File: config.mk
export PLATFORM = sky130hd
export DESIGN_NAME = tges_ram
export DESIGN_NICKNAME = d
export VERILOG_FILES = /design/src/rtl/tges_ram.sv
export SDC_FILE = /design/constraint.sdc
export NUM_CORES = 1
export LEC_CHECK = 0
export BUFFER_PORTS_ARGS = -buffer_cell sky130_fd_sc_hd__buf_2
export CAP_MARGIN = 20
export CORE_MARGIN = 5
export CORE_UTILIZATION = 45
export DETAILED_ROUTE_END_ITERATION = 12
export PLACE_DENSITY_LB_ADDON = 0.1
export SETUP_SLACK_MARGIN = 0.05
export SYNTH_ARGS = -nofsm -noshare
export SYNTH_HDL_FRONTEND = slang
export SYNTH_SLANG_ARGS = --single-unit
File: constraint.sdc
create_clock -name clk -period 3.36 [get_ports clk]
set_input_delay 0.336 -clock clk [delete_from_list [all_inputs] [get_ports clk]]
set_output_delay 0.336 -clock clk [all_outputs]
set_load 0.03 [all_outputs]
File: src/rtl/tges_ram.sv
// ----------------------------------------------------------------------------
// tges_ram
// Generic single-write, single-read RAM with registered read data.
// ----------------------------------------------------------------------------
module tges_ram #(
  parameter int WIDTH = 8,
  parameter int DEPTH = 16
) (
  input  logic                     clk,
  input  logic                     we,
  input  logic [$clog2(DEPTH)-1:0] waddr,
  input  logic [WIDTH-1:0]         wdata,
  input  logic [$clog2(DEPTH)-1:0] raddr,
  output logic [WIDTH-1:0]         rdata
);

  logic [WIDTH-1:0] mem [DEPTH];

  always_ff @(posedge clk) begin
    if (we) begin
      mem[waddr] <= wdata;
    end
    rdata <= mem[raddr];
  end

endmodule

### Word level (Yosys, flattened, before mapping)

Memories as Yosys holds them, arrays and structs flattened. A register that Yosys moved wholly into a read port is not among the register bits.
Index checks and enable logic that the tools add are counted.

* logic and storage cells: 3
* bits in writable memories: 128
* memories: 1
* output and inout bits: 8
* register bits after elaboration: 0

* multiplexer cells: 2

Memories
* mem: depth 16, bits a word 8, read ports 1, clocked after Yosys merged registers in 1, write ports 1, RTL line 17 `logic [WIDTH-1:0] mem [DEPTH];`

Operator list (number)
* two-way mux 1 bit: 2

### Longest topological paths before layout

* depth in word-level cells: 2
* gate-level depth with buffers: 5

### Least setup slack after synthesis

No wires, ideal clock.

* path kind: input to register
* from: in waddr[2]
* to: mem mem[0][0] (enable)
* setup slack: 1531 ps
* library setup time: 383 ps
* data arrival time: 1446 ps
* data required time: 2977 ps
* stages: 2
* buffers on the path: 0
* cell sequence: or3b_2 nor3_1

RTL lines
* start: declaration: RTL line 11 `input logic [$clog2(DEPTH)-1:0] waddr,`
* end: declaration: RTL line 17

No word-level cell before the write port.

==> results_dict.tcl <==
set metrics [dict create \
    status "completed" \
    overflow 0 \
    routed_via_density 5.48 \
    syn-cell-area_um2 5150 \
    relSlewSlack_pct 32.6 \
    antenna_cells 0 \
    synth_top_area_cell "edfxtp_1" \
    design.core.area_um2 11300 \
    cap_viol_max_count 0 \
    fill_cells 887 \
    synth.avg_cell_area_um2 22.5 \
    dr.first_iter.drc_count 206 \
    holdPathStages 1 \
    rsz0062_at_grt "false" \
    cts_max_level 4 \
    io_pins 26 \
    r2r_start "mem[1][3]" \
    syn_to_final_growth_pct 17.1 \
    yosysMostFrequentCell "edfxtp_1" \
    criticalPathCategory "primary input to register" \
    power_density_nw_per_um2 664 \
    synth_edf_count 128 \
    vdd_drop_max_v 0.000706 \
    ff2ff_path_depth 3 \
    grt_pass1_wl_um 15000 \
    final-setup-viol-count 0 \
    yosysSeqAreaShare_pct 77.8 \
    synth_top_area_share_pct 74.7 \
    synth_compound_area_share_pct 2.33 \
    layout-drive-gt1-share_pct 28.5 \
    syn-num-nets 247 \
    hold_slack_ns 0.322 \
    layout.nets 286 \
    total_power_uw 4010 \
    die_x_um 117 \
    synth_top_family_by_area "multiplexers" \
    synth.distinct_cells 19 \
    synthAdderAreaFrac_pct 0 \
    ff_latch_area_um2 4000 \
    p_leak_uw 0.00201 \
    ff2ff_setup_slack_ns 1.91 \
    clkTransAtPathRegs_ns 0.06 \
    hold_viol 0 \
    grt_max_degree 33 \
    die_y_um 117 \
    cts_setup_buffers 0 \
    ys_top_cells_by_count "128 x edfxtp_1, 18 x mux4_2, 16 x a22oi_1, 14 x mux4_1, 13 x nor2_1" \
    r2r-end "rdata[3]" \
    cts_buffers 17 \
    synth.ff_latch_count 136 \
    crit_path_end_kind "register" \
    antenna_found_initial 0 \
    drt.antenna.violating_nets 0 \
    start_kind "primary input" \
    cts_tree "built" \
    netlist_instances 229 \
    gp_congestion 0.698 \
    worst_ep_arrival_time_ns 2.12 \
    clk_latency_ns 0.40 \
    hold_path_class "primary input to register" \
    async_flop_share_pct 0 \
    die_area_um2 13700 \
    fp-row-count 39 \
    multi_input_area_um2 1060 \
    dp_hpwl_um 6210 \
    synthMuxAreaShare_pct 15.0 \
    ys.flop_type "edfxtp_1" \
    yosysWarnings 0 \
    post_cts_resize_count 0 \
    tns_ns 0 \
    drt_first_pass_iters 4 \
    first_global_vias 2498 \
    fin_crit_ns 1.83 \
    drcViolationCount 0 \
    finalWirelength_um 9850 \
    portBuffers 25 \
    worst_slew_pin_slew_ns 1.01 \
    cts-root-buf "clkbuf_16" \
    track_usage_pct 16.0 \
    fin_skew_ns 0.00748 \
    min_from "wdata[4]" \
    endpoint "rdata[4]" \
    fin_crit_sh_pct 54.4 \
    cp-startpoint "raddr[0]" \
    critPathMaxFanout 23 \
    fmax_mhz 547 \
    start_util_pct 45.5 \
    slew_violations 0 \
    clockBufferDepth 2 \
    required_ns 3.65 \
    vias 2322 \
    wl_per_cell_um 23.2 \
    synth_simple_gate_area_share_pct 3.18 \
    postCtsHoldBufs 0 \
    synthXorXnorAreaFrac_pct 0 \
    ys_top_cells_by_area "edfxtp_1 75%, mux4_2 7.9%, mux4_1 7.1%, dfxtp_1 3.1%, a22oi_1 2.3%" \
    cts.sink_count 136 \
]
-- cell usage in the layout (no fill, tap or decap) --
master | Yosys | final
clkbuf_8 | 0 | 4
nand2_1 | 9 | 9
clkbuf_1 | 0 | 1
or3b_2 | 1 | 1
mux4_1 | 14 | 14
buf_2 | 3 | 25
a22oi_1 | 16 | 16
clkinvlp_4 | 0 | 4
buf_4 | 1 | 5
nand3b_1 | 2 | 2
edfxtp_1 | 128 | 128
and2b_1 | 1 | 1
and2_1 | 1 | 1
clkbuf_16 | 0 | 17
nor2b_1 | 1 | 1
mux4_2 | 18 | 18
nand2b_1 | 2 | 2
clkinv_2 | 0 | 1
nor2_1 | 13 | 13
dfxtp_1 | 8 | 8
nor3_1 | 4 | 4
clkinv_4 | 0 | 2
nand3_1 | 1 | 1
bufinv_16 | 0 | 3
-- report_power, final --
part / switching [µW] / internal, µW
registers: 10.2 / 1900
logic: 118 / 69.3
clock network: 663 / 1250
-- per-stage QoR --
step	cells	cell area [µm²]	util, %	setup WS (ns)
floorplan	229	5150	-	1.53
global placement	392	5400	47.7	1.07
detailed placement	392	5400	47.7	1.05
CTS	424	6030	53.3	1.47
global route	424	6030	53.3	1.35
finish	424	6030	53.3	1.53
-- kinds of logic after synthesis --
family	Yosys count
AO/OA/AOI/OAI	16
buffers and inverters	10
flip-flops	136
multiplexers	32
AND/OR/NAND/NOR	35
-- flip-flops by register name (all words and copies together), names as in the netlist --
signal,cells
rdata,8
mem,128
-- how the worst min path moves through the flow --
stage	endpoint	slack [ns]
after global placement	rdata[1]	0.65
final	mem[7][4]	0.32
after CTS	mem[7][4]	0.31
after detailed placement	rdata[0]	0.66
after global routing	mem[4][4]	0.32
after floorplan	mem[0][0]	0.43
-- area by class of cell --
| type | instances | area share [%] |
|---|---|---|
| flip-flops and latches | 136 | 66.4 |
| well taps | 143 | 2.97 |
| multi-input cells | 83 | 17.5 |
| clock buffers | 22 | 8.03 |
| repair buffers | 30 | 2.70 |
| clock inverters | 10 | 2.37 |
-- critical path: stages --
cell and delay [ns]:
buf_2 0.58, buf_4 0.35, mux4_1 0.57, a22oi_1 0.19, nand2_1 0.07
-- layer usage --
metal / track usage [%] / share of wire (%) / routed length (µm) / vias to the layer above
li1: - / - / - / 1055
met1: 22.8 / 47 / 4600 / 1201
met2: 23.7 / 47 / 4620 / 58
met3: 5.50 / 5.5 / 546 / 8
met4: 4.43 / 0.82 / 81 / 0
met5: 0 / 0 / 0 / -
(Power assumes the default switching activity.)
